$ cat src/hw/rtl/mpa_pkg.sv
`default_nettype none
// ============================================================================
// mpa_pkg: shared types and helpers for the motion proposal arbiter
// Holds the proposal and round snapshot structs, mode and target codes,
// and the signed Q16.16 saturating adder.
// ============================================================================
package mpa_pkg;

    // proposal modes
    localparam logic [1:0] MODE_BASE       = 2'd0;
    localparam logic [1:0] MODE_CORRECTION = 2'd1;
    localparam logic [1:0] MODE_OVERRIDE   = 2'd2;

    // target kinds
    typedef enum logic [1:0] {
        KIND_NONE     = 2'd0,
        KIND_VELOCITY = 2'd1,
        KIND_POSITION = 2'd2
    } t_kind;

    // one proposal as held in the input register
    typedef struct packed {
        logic               proposal_valid;
        logic [1:0]         mode;
        logic [7:0]         prio;
        logic               is_position;
        logic signed [31:0] velocity;
        logic signed [31:0] position;
        logic               relative;
        logic               last;
    } t_item;

    // round accumulation, also the snapshot handed to the target stage
    typedef struct packed {
        logic               ovr_present;
        logic               ovr_is_position;
        logic signed [31:0] ovr_velocity;
        logic signed [31:0] ovr_position;
        logic               ovr_relative;
        logic               base_present;
        logic signed [31:0] base_velocity;
        logic signed [31:0] corr_sum;
        logic               corr_seen;
    } t_round;

    // signed 32-bit add that clamps to the representable range
    function automatic logic signed [31:0] sat_add32(
        input logic signed [31:0] a,
        input logic signed [31:0] b
    );
        logic [32:0] s;
        s = {a[31], a} + {b[31], b};
        if (s[32] != s[31]) begin
            sat_add32 = s[32] ? 32'sh8000_0000 : 32'sh7FFF_FFFF;
        end else begin
            sat_add32 = s[31:0];
        end
    endfunction

endpackage
`default_nettype wire

$ cat src/hw/rtl/mpa_round.sv
`default_nettype none
// ============================================================================
// mpa_round: round accumulator
// Keeps the best override and base proposals and the saturated correction
// sum; on the last transaction of a round it registers a snapshot and clears.
// ============================================================================
module mpa_round
    import mpa_pkg::*;
(
    input  wire logic   i_clk,
    input  wire logic   i_rst_n,
    input  wire logic   i_step_valid,
    input  wire t_item  i_item,
    output logic        o_step_stall,
    output logic        o_snap_valid,
    output t_round      o_snap,
    input  wire logic   i_snap_stall
);

    t_round     r_acc;
    t_round     n_acc;
    logic [7:0] r_ovr_prio;
    logic [7:0] n_ovr_prio;
    logic [7:0] r_base_prio;
    logic [7:0] n_base_prio;
    logic       r_snap_valid;
    t_round     r_snap;
    logic       snap_free;
    logic       step_go;

    // handshake toward the input register; only a last item needs snapshot room
    assign snap_free    = !r_snap_valid || !i_snap_stall;
    assign step_go      = i_step_valid && (!i_item.last || snap_free);
    assign o_step_stall = i_step_valid && !step_go;

    // merge one proposal into the round
    always_comb begin
        n_acc       = r_acc;
        n_ovr_prio  = r_ovr_prio;
        n_base_prio = r_base_prio;
        if (i_item.proposal_valid) begin
            unique case (i_item.mode)
                MODE_BASE: begin
                    if (!r_acc.base_present || i_item.prio > r_base_prio) begin
                        n_acc.base_present  = 1'b1;
                        n_acc.base_velocity = i_item.velocity;
                        n_base_prio         = i_item.prio;
                    end
                end
                MODE_CORRECTION: begin
                    n_acc.corr_sum  = sat_add32(r_acc.corr_sum, i_item.velocity);
                    n_acc.corr_seen = 1'b1;
                end
                MODE_OVERRIDE: begin
                    if (!r_acc.ovr_present || i_item.prio > r_ovr_prio) begin
                        n_acc.ovr_present     = 1'b1;
                        n_acc.ovr_is_position = i_item.is_position;
                        n_acc.ovr_velocity    = i_item.velocity;
                        n_acc.ovr_position    = i_item.position;
                        n_acc.ovr_relative    = i_item.relative;
                        n_ovr_prio            = i_item.prio;
                    end
                end
                default: begin
                end
            endcase
        end
    end

    // round state, cleared after the last transaction
    always_ff @(posedge i_clk) begin
        if (!i_rst_n) begin
            r_acc       <= '0;
            r_ovr_prio  <= '0;
            r_base_prio <= '0;
        end else if (step_go) begin
            if (i_item.last) begin
                r_acc       <= '0;
                r_ovr_prio  <= '0;
                r_base_prio <= '0;
            end else begin
                r_acc       <= n_acc;
                r_ovr_prio  <= n_ovr_prio;
                r_base_prio <= n_base_prio;
            end
        end
    end

    // snapshot valid flag
    always_ff @(posedge i_clk) begin
        if (!i_rst_n) begin
            r_snap_valid <= 1'b0;
        end else if (step_go && i_item.last) begin
            r_snap_valid <= 1'b1;
        end else begin
            r_snap_valid <= r_snap_valid && i_snap_stall;
        end
    end

    // snapshot payload
    always_ff @(posedge i_clk) begin
        if (step_go && i_item.last) begin
            r_snap <= n_acc;
        end
    end

    assign o_snap_valid = r_snap_valid;
    assign o_snap       = r_snap;

    // a closing transaction always leaves a snapshot behind
    a_last_makes_snap: assert property (@(posedge i_clk) disable iff (!i_rst_n)
        step_go && i_item.last |=> r_snap_valid)
        else $error("last transaction did not produce a snapshot");

    // a closing transaction clears the round
    a_last_clears: assert property (@(posedge i_clk) disable iff (!i_rst_n)
        step_go && i_item.last |=>
            !r_acc.ovr_present && !r_acc.base_present && !r_acc.corr_seen &&
            r_acc.corr_sum == 32'sd0)
        else $error("round state not cleared after last transaction");

    // a pending snapshot is never overwritten
    a_snap_held: assert property (@(posedge i_clk) disable iff (!i_rst_n)
        r_snap_valid && i_snap_stall |=> r_snap_valid && $stable(r_snap))
        else $error("pending snapshot lost or changed");

    // an absent proposal leaves the round untouched
    a_absent_no_change: assert property (@(posedge i_clk) disable iff (!i_rst_n)
        step_go && !i_item.last && !i_item.proposal_valid |=> $stable(r_acc))
        else $error("absent proposal changed round state");

endmodule
`default_nettype wire

$ cat src/hw/rtl/mpa_target.sv
`default_nettype none
// ============================================================================
// mpa_target: target composer
// Turns a round snapshot into a target and holds it in the result register
// until the downstream side takes it.
// ============================================================================
module mpa_target
    import mpa_pkg::*;
(
    input  wire logic          i_clk,
    input  wire logic          i_rst_n,
    input  wire logic          i_snap_valid,
    input  wire t_round        i_snap,
    output logic               o_snap_stall,
    output logic               o_valid,
    input  wire logic          i_stall,
    output logic [1:0]         o_target_kind,
    output logic signed [31:0] o_target_velocity,
    output logic signed [31:0] o_target_position,
    output logic               o_target_relative
);

    logic               r_out_valid;
    t_kind              r_kind;
    logic signed [31:0] r_velocity;
    logic signed [31:0] r_position;
    logic               r_relative;
    t_kind              n_kind;
    logic signed [31:0] n_velocity;
    logic signed [31:0] n_position;
    logic               n_relative;
    logic               load;

    assign o_snap_stall = r_out_valid && i_stall;
    assign load         = i_snap_valid && !o_snap_stall;

    // override wins, then base plus corrections (or corrections alone), else no target
    always_comb begin
        n_kind     = KIND_NONE;
        n_velocity = '0;
        n_position = '0;
        n_relative = 1'b0;
        if (i_snap.ovr_present) begin
            n_velocity = i_snap.ovr_velocity;
            if (i_snap.ovr_is_position) begin
                n_kind     = KIND_POSITION;
                n_position = i_snap.ovr_position;
                n_relative = i_snap.ovr_relative;
            end else begin
                n_kind = KIND_VELOCITY;
            end
        end else if (i_snap.base_present || i_snap.corr_seen) begin
            n_kind     = KIND_VELOCITY;
            n_velocity = i_snap.base_present ?
                         sat_add32(i_snap.corr_sum, i_snap.base_velocity) :
                         i_snap.corr_sum;
        end
    end

    // result valid flag
    always_ff @(posedge i_clk) begin
        if (!i_rst_n) begin
            r_out_valid <= 1'b0;
        end else if (load) begin
            r_out_valid <= 1'b1;
        end else if (!i_stall) begin
            r_out_valid <= 1'b0;
        end
    end

    // result payload
    always_ff @(posedge i_clk) begin
        if (load) begin
            r_kind     <= n_kind;
            r_velocity <= n_velocity;
            r_position <= n_position;
            r_relative <= n_relative;
        end
    end

    assign o_valid           = r_out_valid;
    assign o_target_kind     = r_kind;
    assign o_target_velocity = r_velocity;
    assign o_target_position = r_position;
    assign o_target_relative = r_relative;

endmodule
`default_nettype wire

$ cat src/hw/rtl/motion_proposal_arbiter.sv
`default_nettype none
// ============================================================================
// motion_proposal_arbiter: per-axis motion proposal arbitration
// Collects one round of proposals and emits one target per round.
// ============================================================================
// Takes one proposal transaction per clock, with no gaps needed between
// rounds. Each proposal passes through an input register and the round
// accumulator (priority compare plus one saturating add). On the last
// transaction of a round it also passes a snapshot register and the result
// register. After the last proposal is accepted, the snapshot register loads
// first and the result register after it, which then makes the target
// valid. Only a closing proposal can wait in the input register, and
// only while both the snapshot and the result register are still held by a
// stalled downstream side. The input port stalls for as long as that lasts.
module motion_proposal_arbiter
    import mpa_pkg::*;
(
    input  wire logic          i_clk,
    input  wire logic          i_rst_n,
    input  wire logic          i_valid,
    output logic               o_stall,
    input  wire logic          i_proposal_valid,
    input  wire logic [1:0]    i_proposal_mode,
    input  wire logic [7:0]    i_proposal_priority,
    input  wire logic          i_proposal_is_position,
    input  wire logic signed [31:0] i_proposal_velocity,
    input  wire logic signed [31:0] i_proposal_position,
    input  wire logic          i_proposal_relative,
    input  wire logic          i_last_source,
    output logic               o_valid,
    input  wire logic          i_stall,
    output logic [1:0]         o_target_kind,
    output logic signed [31:0] o_target_velocity,
    output logic signed [31:0] o_target_position,
    output logic               o_target_relative
);

    logic   r_in_valid;
    t_item  r_in;
    logic   step_stall;
    logic   in_accept;
    logic   snap_valid;
    t_round snap;
    logic   snap_stall;

    // input register handshake
    assign o_stall   = r_in_valid && step_stall;
    assign in_accept = i_valid && !o_stall;

    always_ff @(posedge i_clk) begin
        if (!i_rst_n) begin
            r_in_valid <= 1'b0;
        end else if (in_accept) begin
            r_in_valid <= 1'b1;
        end else if (!step_stall) begin
            r_in_valid <= 1'b0;
        end
    end

    // input payload
    always_ff @(posedge i_clk) begin
        if (in_accept) begin
            r_in.proposal_valid <= i_proposal_valid;
            r_in.mode           <= i_proposal_mode;
            r_in.prio           <= i_proposal_priority;
            r_in.is_position    <= i_proposal_is_position;
            r_in.velocity       <= i_proposal_velocity;
            r_in.position       <= i_proposal_position;
            r_in.relative       <= i_proposal_relative;
            r_in.last           <= i_last_source;
        end
    end

    // round accumulator
    mpa_round u_round (
        .i_clk        (i_clk),
        .i_rst_n      (i_rst_n),
        .i_step_valid (r_in_valid),
        .i_item       (r_in),
        .o_step_stall (step_stall),
        .o_snap_valid (snap_valid),
        .o_snap       (snap),
        .i_snap_stall (snap_stall)
    );

    // target composer and result register
    mpa_target u_target (
        .i_clk             (i_clk),
        .i_rst_n           (i_rst_n),
        .i_snap_valid      (snap_valid),
        .i_snap            (snap),
        .o_snap_stall      (snap_stall),
        .o_valid           (o_valid),
        .i_stall           (i_stall),
        .o_target_kind     (o_target_kind),
        .o_target_velocity (o_target_velocity),
        .o_target_position (o_target_position),
        .o_target_relative (o_target_relative)
    );

endmodule
`default_nettype wire
$ cat config.mk
export PLATFORM = sky130hd
export DESIGN_NAME = motion_proposal_arbiter
export DESIGN_NICKNAME = d
export VERILOG_FILES = /design/src/hw/rtl/mpa_pkg.sv /design/src/hw/rtl/mpa_round.sv /design/src/hw/rtl/mpa_target.sv /design/src/hw/rtl/motion_proposal_arbiter.sv
export SDC_FILE = /design/constraint.sdc
export NUM_CORES = 1
export LEC_CHECK = 0
export BUFFER_PORTS_ARGS = -buffer_cell sky130_fd_sc_hd__buf_4
export CORE_ASPECT_RATIO = 0.7
export CORE_UTILIZATION = 55
export DETAILED_ROUTE_END_ITERATION = 8
export PLACE_DENSITY = 0.74
export SYNTH_ARGS = -nofsm -noshare
export SYNTH_HDL_FRONTEND = slang
export SYNTH_SLANG_ARGS = --single-unit
$ cat constraint.sdc
create_clock -name i_clk -period 12.8 [get_ports i_clk]
set_clock_uncertainty 0.2 [all_clocks]
set_input_delay 1.28 -clock i_clk [delete_from_list [all_inputs] [get_ports i_clk]]
set_output_delay 1.28 -clock i_clk [all_outputs]
set_load 0.02 [all_outputs]
== After elaboration in Yosys (flattened, before gate mapping) ==
Cells that the tools add are included.

* Add/subtract/negate cells: 2
* Multiply operators: 0
* Divide/modulo/power cells: 0
* Magnitude comparators: 2
* Equal/unequal tests: 6
* Shift operators: 0
* Mux-type cells: 30
* Bitwise gates (word level): 0
* Reductions and logical operators: 29

{| class="wikitable"
|+ Operator list
! kind !! count
|-
| 133-bit two-way mux || 2
|-
| 32-bit two-way mux || 7
|-
| 67-bit two-way mux || 2
|-
| 33-bit two-way mux || 3
|-
| 32-bit by 32-bit adder with 33-bit output || 2
|-
| 8-bit two-way mux || 8
|-
| 8-bit greater-than comparator || 2
|-
| 2-bit nonzero test || 5
|-
| 1-bit logical AND || 8
|-
| 4-bit AND reduction || 2
|-
| 1-bit zero test || 7
|-
| 1-bit two-way mux || 6
|-
| 1-bit logical OR || 5
|-
| 2-bit two-way mux || 2
|-
| 2-bit by 1-bit != test with 1-bit output, second input constant || 2
|-
| 2-bit by 1-bit == test with 1-bit output, second input constant || 1
|-
| 2-bit == test, second input constant || 1
|-
| 2-bit zero test || 1
|-
| 1-bit != test || 2
|-
| 2-bit AND reduction || 1
|}

* Flip-flop bits (word level): 430
* Latch bits: 0
* Memory bits (writable): 0
* Bits in read-only memories: 0
* Input bits: 82
* Output and inout bits: 69
* Word-level logic and storage cells: 104
* Memories: 0

== Longest topological paths before layout ==
* Depth after elaboration: 11
* Mapped depth: 18

== By module ==
Synthesis repeated with hierarchy kept, for this count alone.

* Cells, all modules: 1,755
* Area total of the unflattened synthesis: 20,602.3 sq um

{| class="wikitable"
|+ By module, submodules not included
! module !! instances !! cells each !! area each (sq um)
|-
| mpa_round || 1 || 1,160 || 13,213.9
|-
| mpa_target || 1 || 513 || 5,003.5
|-
| motion_proposal_arbiter || 1 || 82 || 2,384.8
|}

== Least setup slack after synthesis ==
Ideal clock, no wire load.

* Path kind: input-to-reg
* Start: input i_stall
* End: register u_target.r_kind[0], in the netlist u_target.o_target_kind[0], enable pin
* Data arrival time: 6,164 ps
* Data required time: 12,006 ps
* Setup slack: 5,843 ps
* Stages on the path: 1
* Path buffers: 0
* Cells stage by stage: a21boi_0

* Word-level cells in the longest chain between the ends: 3

{| class="wikitable"
|+ Ends and longest elaborated chain
! element !! RTL line !! text
|-
| start, declared || motion_proposal_arbiter.sv:31 || <nowiki>input wire logic i_stall,</nowiki>
|-
| 1-bit logical AND || mpa_target.sv:34 || <nowiki>assign o_snap_stall = r_out_valid && i_stall;</nowiki>
|-
| 1-bit zero test || mpa_target.sv:35 || <nowiki>assign load = i_snap_valid && !o_snap_stall;</nowiki>
|-
| 1-bit logical AND || mpa_target.sv:35 ||
|-
| end signal, assigned || mpa_target.sv:74 || <nowiki>r_kind <= n_kind;</nowiki>
|-
| end, declared || mpa_target.sv:24 || <nowiki>t_kind r_kind;</nowiki>
|}

No other way between the ends.
A chain may end at the register's enable or synchronous reset.

==> tab_implementation.tex <==
\begin{tabular}{lr}
\hline
Metric & Value \\
\hline
\multicolumn{2}{l}{\textbf{Die}} \\
Die Y & between 150 and 200 µm \\
CORE AREA & roughly 35000 µm² \\
Die Width & between 200 and 250 µm \\
Starting utilization of the core area & 0.564 \\
Floorplan row count & 57 \\
I/O pin total & 151 \\
Die area & around 37000 µm² \\
\multicolumn{2}{l}{\textbf{Timing}} \\
Worst slew pin tran & around 1.3 ns \\
RSZ-0062 raised after global routing & false \\
Achievable clock frequency & about 0.15 GHz \\
Setup ws final & about 6.3 ns \\
Post-layout minimum cycle time & about 6.5 ns \\
Slew margin rel. & 0.149 \\
Final Max Slew Viols & 0 \\
Fraction of the cycle the final worst path needs & 0.508 \\
Final hold violations & 0 \\
Sum Neg Setup Slack & 0 ns \\
Number of failing setup endpoints in the final timing report & 0 \\
\multicolumn{2}{l}{\textbf{Clock network}} \\
Number of buffers created by CTS & 42 \\
Root Driver & clkbuf\_16 \\
Hold bufs inserted after CTS & 0 \\
CTS resizes & 0 \\
Latest clock arrival within the worst-skew pair & between 0.5 and 0.6 ns \\
Buffer count from post-CTS setup fixing & 0 \\
CTS H-tree lvls & 2 \\
Number of sinks driven by the clock tree & 430 \\
Max Root-Sink Buffers & 3 \\
CTS tree & yes \\
Clk pin slew, worst setup/hold paths & $\sim$0.06 ns \\
\multicolumn{2}{l}{\textbf{Placement}} \\
Placer's final routability congestion estimate & 0.931 \\
Standard cell area after detailed placement & between 20000 and 25000 µm² \\
Hpwl dp & between 30000 and 40000 µm \\
Port buffer count & 150 \\
Worst slack at placement & roughly 6.4 ns \\
\multicolumn{2}{l}{\textbf{Worst hold path}} \\
Worst min-delay path class & flip-flop to flip-flop \\
\multicolumn{2}{l}{\textbf{Pwr}} \\
Worst IR Drop VDD & approximately 0.13 mV \\
Comb power frac & 0.093 \\
Power density cells & roughly 140 nW/µm² \\
Clock power frac & 0.420 \\
Sw power & 0.734 mW \\
Switching power share of the total & 0.231 \\
Proportion of power drawn by flip-flops and latches & 0.487 \\
Overall power & 3.18 mW \\
Power Internal & $\sim$2.4 mW \\
Leakage dissipation & $\sim$9 nW \\
\multicolumn{2}{l}{\textbf{GRT}} \\
Overflow left after global routing & 0 \\
Maximum number of pins on one net before global-route repair & 71 \\
Total track usage & 0.267 \\
First-pass GRT wire length & 76600 µm \\
Antenna violations before repair & 1 \\
Number of global-route vias before repair & roughly 13k \\
\multicolumn{2}{l}{\textbf{Logic synthesis}} \\
Syn nets & 1814 \\
Count of cell types in the netlist & 71 \\
Ys Warns & 0 \\
Post-synthesis area per instance & 12.0 µm² \\
Number of flip-flops and latches in the synthesized netlist & 430 \\
Area of the mapped netlist & 19700 µm² \\
Share of synthesized area occupied by flip-flops and latches & 0.577 \\
Most used flip-flop cell after synthesis & edfxtp\_1 \\
Number of enable-type register cells in the synthesized netlist & approximately 280 \\
Async set-reset flop share out of synthesis & 0 \\
Gate count of the mapped netlist & 1648 \\
\multicolumn{2}{l}{\textbf{Critical path}} \\
Crit path launch type & flip-flop \\
Critical Path End Type & flip-flop \\
Required time of the worst setup path & $\sim$13 ns \\
Type of the worst setup path & flip-flop to flip-flop \\
Largest fanout on the critical path & 27 \\
Arrival time of the worst setup path & between 6 and 7 ns \\
\multicolumn{2}{l}{\textbf{Routing}} \\
Detailed Route Iter0 Violations & $\sim$1.3k \\
Routed WL & around 49000 µm \\
DRC viols & 0 \\
Via Count & about 14k \\
Vias per cell & a little over 6 \\
Wire length per cell after detailed routing & roughly 22 µm \\
Initial DRT Pass Iterations & 5 \\
Post-detailed-route count of antenna-violating nets & 0 \\
\multicolumn{2}{l}{\textbf{Job}} \\
Max\_cap viols & 0 \\
\multicolumn{2}{l}{\textbf{Finish}} \\
Antenna cell count & 0 \\
Total number of nets in the final design & $\sim$1.9k \\
Total non-filler cell area in the finished layout & 22700 µm² \\
Utilization of the core after routing & 0.649 \\
Area growth from synthesis to layout & 15.1\% \\
Share of final-layout standard cells stronger than drive strength 1 & 0.198 \\
\multicolumn{2}{l}{\textbf{Run status}} \\
Outcome & completed \\
\hline
\end{tabular}
flip-flops by register name, indices dropped and copies added (netlist names):
signal and count:
u_target.o_target_kind 2, r_in 78, u_round.r_base_prio 8, u_round.o_snap 133, u_target.o_target_velocity 32, u_target.o_target_position 32
u_round.o_snap_valid 1, r_in_valid 1, u_round.r_ovr_prio 8, u_target.o_target_relative 1, u_round.r_acc 133, u_target.o_valid 1
kinds of logic after synthesis:
| group | count (synthesis) | share of synthesized area |
|---|---|---|
| adders and majority gates | 84 | 0.0540 |
| AOI/OAI and AO/OA | 469 | 0.170 |
| muxes | 101 | 0.0574 |
| buffers and inverters | 132 | 0.0258 |
| xor gates and xnor gates | 52 | 0.0231 |
| and+or+nand+nor | 380 | 0.0926 |
| DFF | 430 | 0.577 |
cells in the final DEF (no fill, tap or decap), types with 6 or more instances in the layout:
| cell | n |
|---|---|
| edfxtp_1 | 278 |
| xnor2_1 | 29 |
| and3_1 | 43 |
| clkbuf_8 | 6 |
| o21bai_1 | 6 |
| a211oi_1 | 12 |
| clkinv_1 | 9 |
| dfxtp_1 | 152 |
| nor3_1 | 13 |
| inv_1 | 38 |
| xor2_1 | 23 |
| a22o_1 | 122 |
| nor2b_1 | 37 |
| bufinv_16 | 7 |
| nand3_1 | 14 |
| a22oi_1 | 19 |
| nand2b_1 | 8 |
| clkbuf_16 | 45 |
| nand2_1 | 111 |
| o21ai_0 | 79 |
| mux2_2 | 98 |
| a21boi_0 | 6 |
| o31ai_2 | 6 |
| a31oi_1 | 28 |
| ha_1 | 82 |
| buf_4 | 162 |
| nand4_1 | 12 |
| a21o_1 | 26 |
| o211ai_1 | 9 |
| a21oi_1 | 85 |
| or3_1 | 7 |
| nor2_1 | 103 |
| o21a_1 | 10 |
| and2_1 | 13 |
area by class of cell:
type / instances / area (µm²)
multi-input cells: 1086 / 7860
repair buffers: 162 / 1220
clock inverters: 23 / 288
fillers: 2662 / 12300
clock buffers: 55 / 1220
well taps: 472 / 591
inverters: 40 / 153
flip-flops and latches: 430 / 11400
cells in the mapped netlist (23+ instances only):
cell	instances	area share
nor2_1	103	0.020
inv_1	39	0.0074
edfxtp_1	278	0.42
a22o_1	122	0.054
xor2_1	23	0.010
ha_1	82	0.052
a21oi_1	85	0.022
a31oi_1	28	0.0089
xnor2_1	29	0.013
nand2_1	111	0.021
a21o_1	27	0.010
nor2b_1	38	0.012
and3_1	44	0.014
o21ai_0	79	0.020
mux2_2	98	0.056
clkbuf_1	78	0.015
dfxtp_1	152	0.15
per-stage QoR:
step	hold WS, ns	cells
after global placement	0.246	2190
after floorplan	0.231	1648
after CTS	0.270	2268
after detailed placement	0.250	2190
after global routing	0.283	2268
final	0.268	2268
path summary, 6_finish.rpt:
path	start	to	slack, ns	depth (start not counted)
max	r_in[52]$_DFFE_PP_	u_round.o_snap[13]$_DFFE_PP_	6.30	16
min	u_round.r_acc[0]$_SDFFE_PN0P_	u_round.r_acc[0]$_SDFFE_PN0P_	0.27	2
max reg2reg	r_in[52]$_DFFE_PP_	u_round.o_snap[13]$_DFFE_PP_	6.30	16
min reg2reg	u_round.r_acc[0]$_SDFFE_PN0P_	u_round.r_acc[0]$_SDFFE_PN0P_	0.27	2
per-layer routing:
metal | global-route usage | vias to the layer above | share of wire
li1 | - | 6458 | -
met1 | 0.410 | 6814 | 0.48
met2 | 0.394 | 512 | 0.43
met3 | 0.0485 | 67 | 0.078
met4 | 0.0598 | 0 | 0.017
met5 | 0 | - | 0
power by group through the flow:
stage / clock network [mW] / logic [mW] / registers, mW
2_1_floorplan: 0 / 0.193 / 1.57
3_3_place_gp: 0 / 0.285 / 1.58
3_5_place_dp: 0 / 0.290 / 1.58
4_1_cts: 1.36 / 0.292 / 1.55
5_1_grt: 1.41 / 0.321 / 1.55
6_report: 1.34 / 0.295 / 1.55
critical path, cell delays in order (launching register included):
cell and delay [ns]:
edfxtp_1 0.44, ha_1 0.42, a21oi_1 0.21, o21ai_1 0.12
a221o_1 0.31, a221o_1 0.36, a32o_1 0.26, a31o_2 0.25
o2111ai_1 0.17, nand2_1 0.12, xnor2_1 0.16, ha_1 0.66
clkinv_1 0.88, nor2_1 1.04, buf_4 0.38, a21oi_1 0.09
o21ai_0 0.24
Note: power is estimated with default switching activity, not from simulation.
